$ cat src/hdl/nadem_pkg.sv
`timescale 1ns / 1ps
package nadem_pkg;

   localparam int SINE_ITERATIONS = 20;
   localparam int ATAN_ENTRIES    = 30;
   localparam int CORDIC_STEPS    =
      (SINE_ITERATIONS < ATAN_ENTRIES) ? SINE_ITERATIONS : ATAN_ENTRIES;
   localparam int CORDIC_CNT_W    = $clog2(ATAN_ENTRIES);

   // serial multiplier: 33-bit signed multiplicand, 31-bit unsigned multiplier
   localparam int MUL_A_W   = 33;
   localparam int MUL_B_W   = 31;
   localparam int MUL_P_W   = MUL_A_W + MUL_B_W + 1;
   localparam int MUL_CNT_W = $clog2(MUL_B_W);

   // range reduction: 32 remainder steps on x + 2^31
   localparam int RED_STEPS = 32;
   localparam int RED_CNT_W = $clog2(RED_STEPS);
   localparam int REM_W     = 24;

   localparam logic [REM_W-1:0]  TWO_PI_Q20     = 24'd6588397;
   localparam logic [REM_W-1:0]  OFFSET_MOD     = 24'd6254623; // 2^31 mod 2pi
   localparam logic signed [24:0] PI_Q20        = 25'sd3294199;
   localparam logic signed [24:0] HALF_PI_Q20   = 25'sd1647099;
   localparam logic signed [33:0] CORDIC_GAIN   = 34'sd652032874;

   localparam int ADDR_W = 5;

   typedef enum logic [2:0] {
      REG_DRIVE_A   = 3'd0,
      REG_STEP_H    = 3'd1,
      REG_SQRT_STEP = 3'd2,
      REG_INV_SQRT  = 3'd3,
      REG_INITIAL_X = 3'd4,
      REG_STEP_COUNT = 3'd5
   } reg_index_type;

   typedef enum logic [4:0] {
      ST_IDLE   = 5'b00001,
      ST_REDUCE = 5'b00010,
      ST_ROTATE = 5'b00100,
      ST_SCALE  = 5'b01000,
      ST_OUT    = 5'b10000
   } state_type;

   function automatic logic signed [33:0] atan_q30(input logic [CORDIC_CNT_W-1:0] i);
      logic signed [33:0] v;
      unique case (i)
         5'd0:  v = 34'sh3243F6A8;
         5'd1:  v = 34'sh1DAC6705;
         5'd2:  v = 34'sh0FADBAFC;
         5'd3:  v = 34'sh07F56EA6;
         5'd4:  v = 34'sh03FEAB76;
         5'd5:  v = 34'sh01FFD55B;
         5'd6:  v = 34'sh00FFFAAA;
         5'd7:  v = 34'sh007FFF55;
         5'd8:  v = 34'sh003FFFEA;
         5'd9:  v = 34'sh001FFFFD;
         5'd10: v = 34'sh00100000;
         5'd11: v = 34'sh00080000;
         5'd12: v = 34'sh00040000;
         5'd13: v = 34'sh00020000;
         5'd14: v = 34'sh00010000;
         5'd15: v = 34'sh00008000;
         5'd16: v = 34'sh00004000;
         5'd17: v = 34'sh00002000;
         5'd18: v = 34'sh00001000;
         5'd19: v = 34'sh00000800;
         5'd20: v = 34'sh00000400;
         5'd21: v = 34'sh00000200;
         5'd22: v = 34'sh00000100;
         5'd23: v = 34'sh00000080;
         5'd24: v = 34'sh00000040;
         5'd25: v = 34'sh00000020;
         5'd26: v = 34'sh00000010;
         5'd27: v = 34'sh00000008;
         5'd28: v = 34'sh00000004;
         5'd29: v = 34'sh00000002;
         default: v = 34'sh0;
      endcase
      return v;
   endfunction

   function automatic logic signed [31:0] sat32(input logic signed [39:0] v);
      logic signed [31:0] r;
      if (v > 40'sh007FFFFFFF) r = 32'sh7FFFFFFF;
      else if (v < -40'sh0080000000) r = 32'sh80000000;
      else r = v[31:0];
      return r;
   endfunction

endpackage

$ cat src/hdl/nadem_if.sv
`timescale 1ns / 1ps
interface nadem_req_if;
   logic               valid;
   logic               ready;
   logic signed [15:0] noise_sample;
   modport source (output valid, output noise_sample, input ready);
   modport sink (input valid, input noise_sample, output ready);
endinterface

interface nadem_rsp_if;
   logic               valid;
   logic               ready;
   logic [19:0]        step_index;
   logic signed [31:0] x_before;
   logic signed [31:0] clean_slope;
   logic signed [31:0] x_after;
   logic signed [31:0] noisy_slope;
   logic               run_last;
   modport source (output valid, output step_index, output x_before, output clean_slope,
                   output x_after, output noisy_slope, output run_last, input ready);
   modport sink (input valid, input step_index, input x_before, input clean_slope,
                 input x_after, input noisy_slope, input run_last, output ready);
endinterface

$ cat src/hdl/nadem_mul.sv
`timescale 1ns / 1ps
module nadem_mul (
   input  logic                                 clock,
   input  logic                                 reset,
   input  logic                                 start,
   input  logic signed [nadem_pkg::MUL_A_W-1:0] mcand,
   input  logic [nadem_pkg::MUL_B_W-1:0]        mplier,
   output logic                                 done,
   output logic signed [nadem_pkg::MUL_P_W-1:0] product
);
   import nadem_pkg::*;

   logic signed [MUL_A_W:0]   hi_ff, hi_in;
   logic [MUL_B_W-1:0]        lo_ff, lo_in;
   logic signed [MUL_A_W-1:0] mcand_ff;
   logic [MUL_CNT_W-1:0]      cnt_ff, cnt_in;
   logic                      busy_ff, busy_in, done_ff, done_in;
   logic signed [MUL_A_W:0]   sum;

   // one multiplier bit per cycle, accumulate then shift right
   always_comb begin
      sum     = lo_ff[0] ? hi_ff + {mcand_ff[MUL_A_W-1], mcand_ff} : hi_ff;
      hi_in   = hi_ff;
      lo_in   = lo_ff;
      cnt_in  = cnt_ff;
      busy_in = busy_ff;
      done_in = 1'b0;
      if (start) begin
         hi_in   = '0;
         lo_in   = mplier;
         cnt_in  = '0;
         busy_in = 1'b1;
      end else if (busy_ff) begin
         hi_in  = {sum[MUL_A_W], sum[MUL_A_W:1]};
         lo_in  = {sum[0], lo_ff[MUL_B_W-1:1]};
         cnt_in = cnt_ff + 1'b1;
         if (cnt_ff == MUL_CNT_W'(MUL_B_W - 1)) begin
            busy_in = 1'b0;
            done_in = 1'b1;
         end
      end
   end

   always_ff @(posedge clock) begin
      if (reset) begin
         busy_ff <= 1'b0;
         done_ff <= 1'b0;
      end else begin
         busy_ff <= busy_in;
         done_ff <= done_in;
      end
      hi_ff  <= hi_in;
      lo_ff  <= lo_in;
      cnt_ff <= cnt_in;
      if (start) mcand_ff <= mcand;
   end

   assign done    = done_ff;
   assign product = {hi_ff, lo_ff};
endmodule

$ cat src/hdl/nadem_reduce.sv
`timescale 1ns / 1ps
module nadem_reduce (
   input  logic               clock,
   input  logic               reset,
   input  logic               start,
   input  logic signed [31:0] x,
   output logic               done,
   output logic signed [32:0] angle
);
   import nadem_pkg::*;

   logic [31:0]          shift_ff, shift_in;
   logic [REM_W-1:0]     rem_ff, rem_in;
   logic [RED_CNT_W-1:0] cnt_ff, cnt_in;
   logic                 busy_ff, busy_in, done_ff, done_in;
   logic [REM_W-1:0]     trial;
   logic signed [24:0]   r0, r1, r2, r3;

   // restoring remainder of (x + 2^31) by 2pi, one bit per cycle
   always_comb begin
      trial    = {rem_ff[REM_W-2:0], shift_ff[31]};
      shift_in = shift_ff;
      rem_in   = rem_ff;
      cnt_in   = cnt_ff;
      busy_in  = busy_ff;
      done_in  = 1'b0;
      if (start) begin
         shift_in = {~x[31], x[30:0]};
         rem_in   = '0;
         cnt_in   = '0;
         busy_in  = 1'b1;
      end else if (busy_ff) begin
         shift_in = {shift_ff[30:0], 1'b0};
         rem_in   = (trial >= TWO_PI_Q20) ? trial - TWO_PI_Q20 : trial;
         cnt_in   = cnt_ff + 1'b1;
         if (cnt_ff == RED_CNT_W'(RED_STEPS - 1)) begin
            busy_in = 1'b0;
            done_in = 1'b1;
         end
      end
   end

   // undo the offset, then fold into [-pi/2, pi/2]
   always_comb begin
      r0 = $signed({1'b0, rem_ff}) - $signed({1'b0, OFFSET_MOD});
      r1 = (r0 < 0) ? r0 + $signed({1'b0, TWO_PI_Q20}) : r0;
      r2 = (r1 >= PI_Q20) ? r1 - $signed({1'b0, TWO_PI_Q20}) : r1;
      if (r2 > HALF_PI_Q20) r3 = PI_Q20 - r2;
      else if (r2 < -HALF_PI_Q20) r3 = -PI_Q20 - r2;
      else r3 = r2;
   end

   always_ff @(posedge clock) begin
      if (reset) begin
         busy_ff <= 1'b0;
         done_ff <= 1'b0;
      end else begin
         busy_ff <= busy_in;
         done_ff <= done_in;
      end
      shift_ff <= shift_in;
      rem_ff   <= rem_in;
      cnt_ff   <= cnt_in;
   end

   assign done  = done_ff;
   assign angle = {r3[22:0], 10'b0};
endmodule

$ cat src/hdl/nadem_cordic.sv
`timescale 1ns / 1ps
module nadem_cordic (
   input  logic               clock,
   input  logic               reset,
   input  logic               start,
   input  logic signed [32:0] angle,
   output logic               done,
   output logic signed [33:0] sine
);
   import nadem_pkg::*;

   logic signed [33:0]      cx_ff, cx_in, cy_ff, cy_in, z_ff, z_in;
   logic [CORDIC_CNT_W-1:0] i_ff, i_in;
   logic                    busy_ff, busy_in, done_ff, done_in;
   logic signed [33:0]      sx, sy, at;

   // one rotation per cycle
   always_comb begin
      sx      = cx_ff >>> i_ff;
      sy      = cy_ff >>> i_ff;
      at      = atan_q30(i_ff);
      cx_in   = cx_ff;
      cy_in   = cy_ff;
      z_in    = z_ff;
      i_in    = i_ff;
      busy_in = busy_ff;
      done_in = 1'b0;
      if (start) begin
         cx_in   = CORDIC_GAIN;
         cy_in   = '0;
         z_in    = {angle[32], angle};
         i_in    = '0;
         busy_in = 1'b1;
      end else if (busy_ff) begin
         if (z_ff >= 0) begin
            cx_in = cx_ff - sy;
            cy_in = cy_ff + sx;
            z_in  = z_ff - at;
         end else begin
            cx_in = cx_ff + sy;
            cy_in = cy_ff - sx;
            z_in  = z_ff + at;
         end
         i_in = i_ff + 1'b1;
         if (i_ff == CORDIC_CNT_W'(CORDIC_STEPS - 1)) begin
            busy_in = 1'b0;
            done_in = 1'b1;
         end
      end
   end

   always_ff @(posedge clock) begin
      if (reset) begin
         busy_ff <= 1'b0;
         done_ff <= 1'b0;
      end else begin
         busy_ff <= busy_in;
         done_ff <= done_in;
      end
      cx_ff <= cx_in;
      cy_ff <= cy_in;
      z_ff  <= z_in;
      i_ff  <= i_in;
   end

   assign done = done_ff;
   assign sine = cy_ff;
endmodule

$ cat src/hdl/noisy_adler_euler_maruyama_step.sv
`timescale 1ns / 1ps
// One Euler-Maruyama step of dx = (a - sin x)dt + dW per noise beat, Q12.20
// with saturation. A beat on req_chan carries the normal sample xi (Q4.12);
// one beat on rsp_chan returns step index, old x, a - sin x, new x and the
// noisy slope, with run_last on the final step of a run of step_count steps,
// after which x restarts from initial_x. A step runs the angle reduction, a
// bit-serial remainder, then the sine, 20 CORDIC rotations, then the drift
// product h*f, a shift-add multiply; the two noise products run alongside
// the reduction. Each step needs the x left by the last, so one step is in
// flight at a time, though the next noise beat is taken while a result beat
// still waits on rsp_chan. Registers on the APB port sit at 4*index; write
// them only while the block is idle.
module noisy_adler_euler_maruyama_step (
   input  logic                         clock,
   input  logic                         reset,
   nadem_req_if.sink                    req_chan,
   nadem_rsp_if.source                  rsp_chan,
   input  logic                         psel,
   input  logic                         penable,
   input  logic                         pwrite,
   input  logic [nadem_pkg::ADDR_W-1:0] paddr,
   input  logic [31:0]                  pwdata,
   output logic [31:0]                  prdata,
   output logic                         pready
);
   import nadem_pkg::*;

   // configuration registers
   logic signed [31:0] drive_a_ff, initial_x_ff;
   logic [19:0]        step_h_ff, sqrt_step_ff;
   logic [30:0]        inv_sqrt_ff;
   logic [20:0]        step_count_ff;
   logic               wr_en;
   reg_index_type      wr_idx;

   assign pready = 1'b1;
   assign wr_en  = psel && penable && pwrite;
   assign wr_idx = reg_index_type'(paddr[4:2]);

   always_ff @(posedge clock) begin
      if (reset) begin
         drive_a_ff    <= 32'sd1048576;
         step_h_ff     <= 20'd1049;
         sqrt_step_ff  <= 20'd33159;
         inv_sqrt_ff   <= 31'd33158909;
         initial_x_ff  <= '0;
         step_count_ff <= 21'd1000;
      end else if (wr_en) begin
         // unknown indexes are dropped
         unique case (wr_idx)
            REG_DRIVE_A:    drive_a_ff    <= pwdata;
            REG_STEP_H:     step_h_ff     <= pwdata[19:0];
            REG_SQRT_STEP:  sqrt_step_ff  <= pwdata[19:0];
            REG_INV_SQRT:   inv_sqrt_ff   <= pwdata[30:0];
            REG_INITIAL_X:  initial_x_ff  <= pwdata;
            REG_STEP_COUNT: step_count_ff <= pwdata[20:0];
            default: ;
         endcase
      end
   end

   always_comb begin
      unique case (wr_idx)
         REG_DRIVE_A:    prdata = drive_a_ff;
         REG_STEP_H:     prdata = {12'b0, step_h_ff};
         REG_SQRT_STEP:  prdata = {12'b0, sqrt_step_ff};
         REG_INV_SQRT:   prdata = {1'b0, inv_sqrt_ff};
         REG_INITIAL_X:  prdata = initial_x_ff;
         REG_STEP_COUNT: prdata = {11'b0, step_count_ff};
         default:        prdata = '0;
      endcase
   end

   // sequencer and step state
   state_type          state_ff, state_in;
   logic signed [31:0] cur_x_ff, x_ff;
   logic [20:0]        counter_ff;
   logic signed [15:0] xi_ff;
   logic signed [31:0] f_ff, x_new_ff, noisy_ff;
   logic signed [39:0] noise_ff;
   logic               rsp_valid_ff;
   logic [19:0]        out_index_ff;
   logic signed [31:0] out_x_ff, out_f_ff, out_x_new_ff, out_noisy_ff;
   logic               out_last_ff;

   logic               req_fire, load_out, out_last;
   logic signed [31:0] x_sel;
   logic [21:0]        counter_next;

   logic               red_done, cordic_done, mula_done, mulb_done;
   logic signed [32:0] angle;
   logic signed [33:0] sine;
   logic               mula_start;
   logic signed [32:0] mula_a;
   logic [30:0]        mula_b;
   logic signed [64:0] mula_p, mulb_p;

   logic signed [39:0] sin_q20, f_wide, noise_now, drift, kick, x_sum, noisy_sum;
   logic signed [64:0] p_round_a, p_round_b, p_round_d;

   assign req_chan.ready = (state_ff == ST_IDLE);
   assign req_fire       = req_chan.valid && req_chan.ready;
   assign x_sel          = (counter_ff == '0) ? initial_x_ff : cur_x_ff;
   assign counter_next   = {1'b0, counter_ff} + 22'd1;
   assign out_last       = counter_next >= {1'b0, step_count_ff};
   assign load_out       = (state_ff == ST_OUT) && (!rsp_valid_ff || rsp_chan.ready);

   nadem_reduce u_reduce (
      .clock (clock),
      .reset (reset),
      .start (req_fire),
      .x     (x_sel),
      .done  (red_done),
      .angle (angle)
   );

   nadem_cordic u_cordic (
      .clock  (clock),
      .reset  (reset),
      .start  (red_done && state_ff == ST_REDUCE),
      .angle  (angle),
      .done   (cordic_done),
      .sine   (sine)
   );

   // mul a: xi*sqrt(h) during reduction, then h*f once the sine is known
   assign mula_start = req_fire || (cordic_done && state_ff == ST_ROTATE);
   assign mula_a     = req_fire ? 33'(req_chan.noise_sample) : 33'(sat32(f_wide));
   assign mula_b     = req_fire ? {11'b0, sqrt_step_ff} : {11'b0, step_h_ff};

   nadem_mul u_mul_a (
      .clock   (clock),
      .reset   (reset),
      .start   (mula_start),
      .mcand   (mula_a),
      .mplier  (mula_b),
      .done    (mula_done),
      .product (mula_p)
   );

   // mul b: xi / sqrt(h) kick
   nadem_mul u_mul_b (
      .clock   (clock),
      .reset   (reset),
      .start   (req_fire),
      .mcand   (33'(req_chan.noise_sample)),
      .mplier  (inv_sqrt_ff),
      .done    (mulb_done),
      .product (mulb_p)
   );

   // round half up, then saturate
   always_comb begin
      sin_q20   = 40'((sine + 34'sd512) >>> 10);
      f_wide    = 40'(drive_a_ff) - sin_q20;
      p_round_a = (mula_p + 65'sd2048) >>> 12;
      noise_now = p_round_a[39:0];
      p_round_d = (mula_p + 65'sd524288) >>> 20;
      drift     = p_round_d[39:0];
      p_round_b = (mulb_p + 65'sd2048) >>> 12;
      kick      = p_round_b[39:0];
      x_sum     = 40'(x_ff) + drift + noise_ff;
      noisy_sum = 40'(f_ff) + kick;
   end

   always_comb begin
      state_in = state_ff;
      unique case (state_ff)
         ST_IDLE:   if (req_fire) state_in = ST_REDUCE;
         ST_REDUCE: if (red_done) state_in = ST_ROTATE;
         ST_ROTATE: if (cordic_done) state_in = ST_SCALE;
         ST_SCALE:  if (mula_done) state_in = ST_OUT;
         ST_OUT:    if (load_out) state_in = ST_IDLE;
         default:   state_in = ST_IDLE;
      endcase
   end

   always_ff @(posedge clock) begin
      if (reset) begin
         state_ff     <= ST_IDLE;
         counter_ff   <= '0;
         rsp_valid_ff <= 1'b0;
      end else begin
         state_ff <= state_in;
         if (load_out) begin
            rsp_valid_ff <= 1'b1;
            counter_ff   <= out_last ? 21'd0 : counter_next[20:0];
         end else if (rsp_chan.ready) begin
            rsp_valid_ff <= 1'b0;
         end
      end
      if (req_fire) begin
         x_ff  <= x_sel;
         xi_ff <= req_chan.noise_sample;
      end
      if (cordic_done && state_ff == ST_ROTATE) begin
         f_ff     <= sat32(f_wide);
         noise_ff <= noise_now;
      end
      if (mula_done && state_ff == ST_SCALE) begin
         x_new_ff <= sat32(x_sum);
         noisy_ff <= sat32(noisy_sum);
      end
      if (load_out) begin
         out_index_ff <= counter_ff[19:0];
         out_x_ff     <= x_ff;
         out_f_ff     <= f_ff;
         out_x_new_ff <= x_new_ff;
         out_noisy_ff <= noisy_ff;
         out_last_ff  <= out_last;
         cur_x_ff     <= out_last ? initial_x_ff : x_new_ff;
      end
   end

   assign rsp_chan.valid       = rsp_valid_ff;
   assign rsp_chan.step_index  = out_index_ff;
   assign rsp_chan.x_before    = out_x_ff;
   assign rsp_chan.clean_slope = out_f_ff;
   assign rsp_chan.x_after     = out_x_new_ff;
   assign rsp_chan.noisy_slope = out_noisy_ff;
   assign rsp_chan.run_last    = out_last_ff;

   // a result beat only comes out of the output state
   a_rsp_from_out: assert property (@(posedge clock) disable iff (reset)
      $rose(rsp_valid_ff) |-> $past(state_ff == ST_OUT))
      else $error("result beat raised outside output state");

   // end of a run clears the step counter
   a_run_restart: assert property (@(posedge clock) disable iff (reset)
      (load_out && out_last) |=> (counter_ff == '0))
      else $error("step counter not cleared at end of run");

   // sine finishes only while the sequencer waits on it
   a_cordic_phase: assert property (@(posedge clock) disable iff (reset)
      cordic_done |-> (state_ff == ST_ROTATE))
      else $error("cordic done outside rotate phase");

   // noise products are ready before the reduction hands over
   a_mul_b_early: assert property (@(posedge clock) disable iff (reset)
      mulb_done |-> (state_ff == ST_REDUCE))
      else $error("kick product finished out of phase");

   // xi is held for the whole step
   a_xi_held: assert property (@(posedge clock) disable iff (reset)
      (state_ff == ST_SCALE) |-> $stable(xi_ff))
      else $error("noise sample changed mid step");
endmodule
$ cat src/flat_wrapper.sv
// flat-port wrapper written by rule: the top's interface ports become plain ports
module noisy_adler_euler_maruyama_step_flat import nadem_pkg::*;
  (clock, reset, psel, penable, pwrite, paddr, pwdata, prdata, pready, req_chan_valid, req_chan_noise_sample, req_chan_ready, rsp_chan_valid, rsp_chan_step_index, rsp_chan_x_before, rsp_chan_clean_slope, rsp_chan_x_after, rsp_chan_noisy_slope, rsp_chan_run_last, rsp_chan_ready);
  nadem_req_if req_chan_i ();
  nadem_rsp_if rsp_chan_i ();
  input  logic clock;
  input  logic reset;
  input  logic psel;
  input  logic penable;
  input  logic pwrite;
  input  logic [nadem_pkg::ADDR_W-1:0] paddr;
  input  logic [31:0] pwdata;
  output logic [31:0] prdata;
  output logic pready;
  input wire logic [$bits(req_chan_i.valid)-1:0] req_chan_valid;
  input wire logic [$bits(req_chan_i.noise_sample)-1:0] req_chan_noise_sample;
  output wire logic [$bits(req_chan_i.ready)-1:0] req_chan_ready;
  output wire logic [$bits(rsp_chan_i.valid)-1:0] rsp_chan_valid;
  output wire logic [$bits(rsp_chan_i.step_index)-1:0] rsp_chan_step_index;
  output wire logic [$bits(rsp_chan_i.x_before)-1:0] rsp_chan_x_before;
  output wire logic [$bits(rsp_chan_i.clean_slope)-1:0] rsp_chan_clean_slope;
  output wire logic [$bits(rsp_chan_i.x_after)-1:0] rsp_chan_x_after;
  output wire logic [$bits(rsp_chan_i.noisy_slope)-1:0] rsp_chan_noisy_slope;
  output wire logic [$bits(rsp_chan_i.run_last)-1:0] rsp_chan_run_last;
  input wire logic [$bits(rsp_chan_i.ready)-1:0] rsp_chan_ready;
  assign req_chan_i.valid = req_chan_valid;
  assign req_chan_i.noise_sample = req_chan_noise_sample;
  assign req_chan_ready = req_chan_i.ready;
  assign rsp_chan_valid = rsp_chan_i.valid;
  assign rsp_chan_step_index = rsp_chan_i.step_index;
  assign rsp_chan_x_before = rsp_chan_i.x_before;
  assign rsp_chan_clean_slope = rsp_chan_i.clean_slope;
  assign rsp_chan_x_after = rsp_chan_i.x_after;
  assign rsp_chan_noisy_slope = rsp_chan_i.noisy_slope;
  assign rsp_chan_run_last = rsp_chan_i.run_last;
  assign rsp_chan_i.ready = rsp_chan_ready;
  noisy_adler_euler_maruyama_step u_core (.clock(clock), .reset(reset), .req_chan(req_chan_i), .rsp_chan(rsp_chan_i), .psel(psel), .penable(penable), .pwrite(pwrite), .paddr(paddr), .pwdata(pwdata), .prdata(prdata), .pready(pready));
endmodule
$ cat config.mk
export PLATFORM = sky130hd
export DESIGN_NAME = noisy_adler_euler_maruyama_step_flat
export DESIGN_NICKNAME = d
export VERILOG_FILES = /design/src/hdl/nadem_pkg.sv /design/src/hdl/nadem_if.sv /design/src/hdl/nadem_mul.sv /design/src/hdl/nadem_reduce.sv /design/src/hdl/nadem_cordic.sv /design/src/hdl/noisy_adler_euler_maruyama_step.sv /design/src/flat_wrapper.sv
export SDC_FILE = /design/constraint.sdc
export NUM_CORES = 2
export LEC_CHECK = 0
export ABC_AREA = 1
export BUFFER_PORTS_ARGS = -buffer_cell sky130_fd_sc_hd__buf_2
export CAP_MARGIN = 20
export CORE_ASPECT_RATIO = 0.9
export CORE_MARGIN = 5
export CORE_UTILIZATION = 44
export DETAILED_ROUTE_END_ITERATION = 8
export GPL_TIMING_DRIVEN = 0
export PLACE_DENSITY = 0.63
export SYNTH_ARGS = -nofsm -noshare
export SYNTH_HDL_FRONTEND = slang
export SYNTH_SLANG_ARGS = --single-unit
$ cat constraint.sdc
create_clock -name clock -period 13.89 [get_ports clock]
set_input_delay 2.778 -clock clock [delete_from_list [all_inputs] [get_ports clock]]
set_output_delay 2.778 -clock clock [all_outputs]
set_load 0.01 [all_outputs]
==> run_results.csv <==
group,metric,value,unit
run_status,status,"complete, no violations",
hold_path,hold_start,"u_core.counter_ff[7]",
critical_path,critPathBufInv,6,
final_layout,final_design_area_no_fill,69900,um2
clocking,post_cts_buffers,0,
timing,skew,0.0628,ns
critical_path,r2r_setup_slack,6.19,ns
critical_path,path_class,"primary input to primary output",
clocking,clock_latency,0.76,ns
timing,rsz0062_at_grt,"no",
floorplanning,coreArea,140000,um2
critical_path,critPathLaunchType,"primary input",
timing,fin_crit,8.04,ns
clocking,clkTransAtPathRegs,0.06,ns
clocking,cts_buffers,101,
grt,grt_pass1_vias,53900,
critical_path,worstPathArrival,5.26,ns
logic_synthesis,synth.top_cell.area_share,24.9,%
logic_synthesis,synth_xor_area_share,7.06,%
critical_path,rr_worst_depth,26,
grt,grt_usage,28.1,%
detailed_routing,vias,57800,
timing,maxSlewViolCount,0,
critical_path,r2r_start,"u_core.u_mul_a.lo_ff[20]",
placed_design,placed_cell_area,66100,um2
critical_path,slowest_delay,0.93,ns
clocking,cts.sinks,923,
logic_synthesis,synth_common_cells,"nand2_1 (1,872), inv_1 (1,024), o21ai_0 (724)",
critical_path,end_kind,"primary output",
logic_synthesis,yosys-top-cells-area,"edfxtp_1 (25%), dfxtp_1 (13%), nand2_1 (11%), ha_1 (6.6%), inv_1 (6.2%)",
detailed_routing,drc,0,
critical_path,crit_family,"buffers and inverters",
timing,relSlewSlack,23.9,%
logic_synthesis,synth_compound_area_share,16.4,%
critical_path,reg2reg_to,"u_core.x_new_ff[20]",
logic_synthesis,synthArstFlopShare,0,%
hold_path,holdPathEnd,"u_core.rsp_chan.step_index[7]",
logic_synthesis,synth_area_leader_cell,"edfxtp_1",
logic_synthesis,synth_mux_area_share,1.03,%
pwr,power.density,208,nW/um2
logic_synthesis,synth_fp_nets,8629,
final_layout,synthToLayoutAreaGrowth,12.3,%
logic_synthesis,synth_seq_cells,923,
clocking,root_buffer,"clkbuf_16",
critical_path,slowest_stage,"o221ai_1",
clocking,cts_buffer_depth,3,
pwr,ir_worst_vdd,0.155,mV
clocking,cts-htree-levels,3,
logic_synthesis,seq_area_frac_synth,38.0,%
detailed_routing,avgViaCountPerCell,5.50,
grt,antenna_found_initial,20,
hold_path,hold_path_class,"flip-flop to flip-flop",
detailed_routing,routed_wl,218,mm
clocking,cts_resized,0,
logic_synthesis,synthAdderAreaFrac,8.07,%
floorplanning,start_util,44.4,%
critical_path,critical_path_required,11.11,ns
grt,grt_max_degree,50,
detailed_routing,drtIter0Drc,5610,
floorplanning,std_cell_rows,130,
floorplanning,die_y,367,um
floorplanning,die_x,406,um
floorplanning,io_pins,244,
critical_path,cp_max_fo,10,
logic_synthesis,synth_top_family_by_area,"simple AND/OR/NAND/NOR gates",
floorplanning,die-area,149000,um2
grt,grt_overflow,0,
final_layout,drive_gt1_share,7.78,%
placed_design,place_congestion,1.01,
logic_synthesis,synth.most_common_cell,"nand2_1",
critical_path,path_cells,"buf_2, inv_1, nor3_1, inv_1, clkbuf_1, clkbuf_1, o221ai_1, buf_2",
logic_synthesis,syn_inst,8196,
grt,grt_pass1_wl,324,mm
critical_path,path_depth,8,
logic_synthesis,synth_cell_types,73,
placed_design,dp_hpwl,175,mm
timing,fin_ws,5.85,ns
detailed_routing,postRouteAntennaNets,0,
logic_synthesis,yosys_warnings,0,
timing,setup_viol,0,
logic_synthesis,synth_enable_flop_cells,515,
flow_run,maxCapViolCount,0,
clocking,cts_tree,"yes",
timing,fin_tns_setup,0,ns
clocking,ctsHoldBuffers,0,
timing,holdWs,0.409,ns
detailed_routing,dr.pass1.iters,7,
logic_synthesis,syn-cell-area,62200,um2
timing,worst_pin_slew,1.13,ns
timing,final-hold-violation-count,0,
hold_path,hold_path_depth,0,
timing,fmax,0.124,GHz
final_layout,nNetsFinal,8992,
pwr,leakage,31.2,nW
logic_synthesis,synthSimpleGateAreaFrac,21.0,%
detailed_routing,routedWlPerCell,20.7,um
logic_synthesis,syn_avg_cell_area,7.59,um2
timing,min_period_over_period,57.9,%
logic_synthesis,synthFlopType,"edfxtp_1",
placed_design,io_buffers,239,
placed_design,dp_slack,5.92,ns
power breakdown:
part | internal [mW] | switching [mW] | leakage (nW)
sequential | 3.39 | 0.318 | 8.11
combinational | 2.67 | 5.19 | 21.3
clock | 1.71 | 1.22 | 1.77
total | 7.77 | 6.73 | 31.2
flip-flops by register name, indices dropped and copies added, names as in the netlist, 33 cells and up:
register	count
u_core.noise_ff	40
u_core.u_cordic.cx_ff	34
u_core.u_cordic.sine	34
u_core.u_cordic.z_ff	34
u_core.u_mul_a.hi_ff	33
u_core.u_mul_b.hi_ff	33
worst max path at each step:
| stage | from | end |
|---|---|---|
| after floorplan | rsp_chan_ready | u_core.counter_ff[11] |
| after global placement | rsp_chan_ready | u_core.counter_ff[0] |
| after detailed placement | paddr[2] | prdata[31] |
| after CTS | paddr[2] | prdata[31] |
| after global routing | u_core.u_mul_a.lo_ff[20] | u_core.x_new_ff[5] |
| final | paddr[2] | prdata[21] |
metal layers:
layer	global-route usage (%)	vias up	wire (um)	part of all wire [%]
li1	-	28100	-	-
met1	37.8	27100	93500	43
met2	44.3	2241	95900	44
met3	5.56	441	18300	8.4
met4	11.6	6	10300	4.7
met5	0	-	43	0.020
logic make-up (layout without fill, tap and decap cells):
group / count (synthesis) / after routing
multiplexers: 64 / 64
XOR/XNOR: 499 / 499
other: 1 / 17
AND/OR/NAND/NOR: 3131 / 3131
AO/OA/AOI/OAI: 1842 / 1842
flip-flops: 923 / 923
buffers and inverters: 1363 / 1815
adder cells (fa/ha/maj): 373 / 373
cell usage in the layout, fill, tap and decap left out, types with 123 or more instances in the layout:
cell / count
nand3_1: 282
a21oi_1: 669
nor2_1: 624
edfxtp_1: 515
xnor2_1: 123
o22ai_1: 146
inv_1: 1024
dfxtp_1: 408
ha_1: 326
buf_2: 278
clkbuf_1: 204
nand2_1: 1872
xor2_1: 373
o21ai_0: 724
cell type report:
class,instances,area [um2]
clock buffers,145,3020
clock inverters,47,646
fillers,13600,70200
flip-flops and latches,923,23600
repair buffers,260,1610
well taps,1848,2310
multi-input cells,5910,33300
diodes,16,40.0
inverters,1072,4030
plain buffers,291,1280
through the flow:
stage               instances  utilization [%]  power (mW)
floorplan                8196                -        9.23
global placement        10300             46.9        11.3
detailed placement      10300             47.2        11.4
CTS                     10500             49.8        14.4
global route            10500             49.9        15.5
finish                  10500             49.9        14.5
Power figures use the tool's default switching activity.
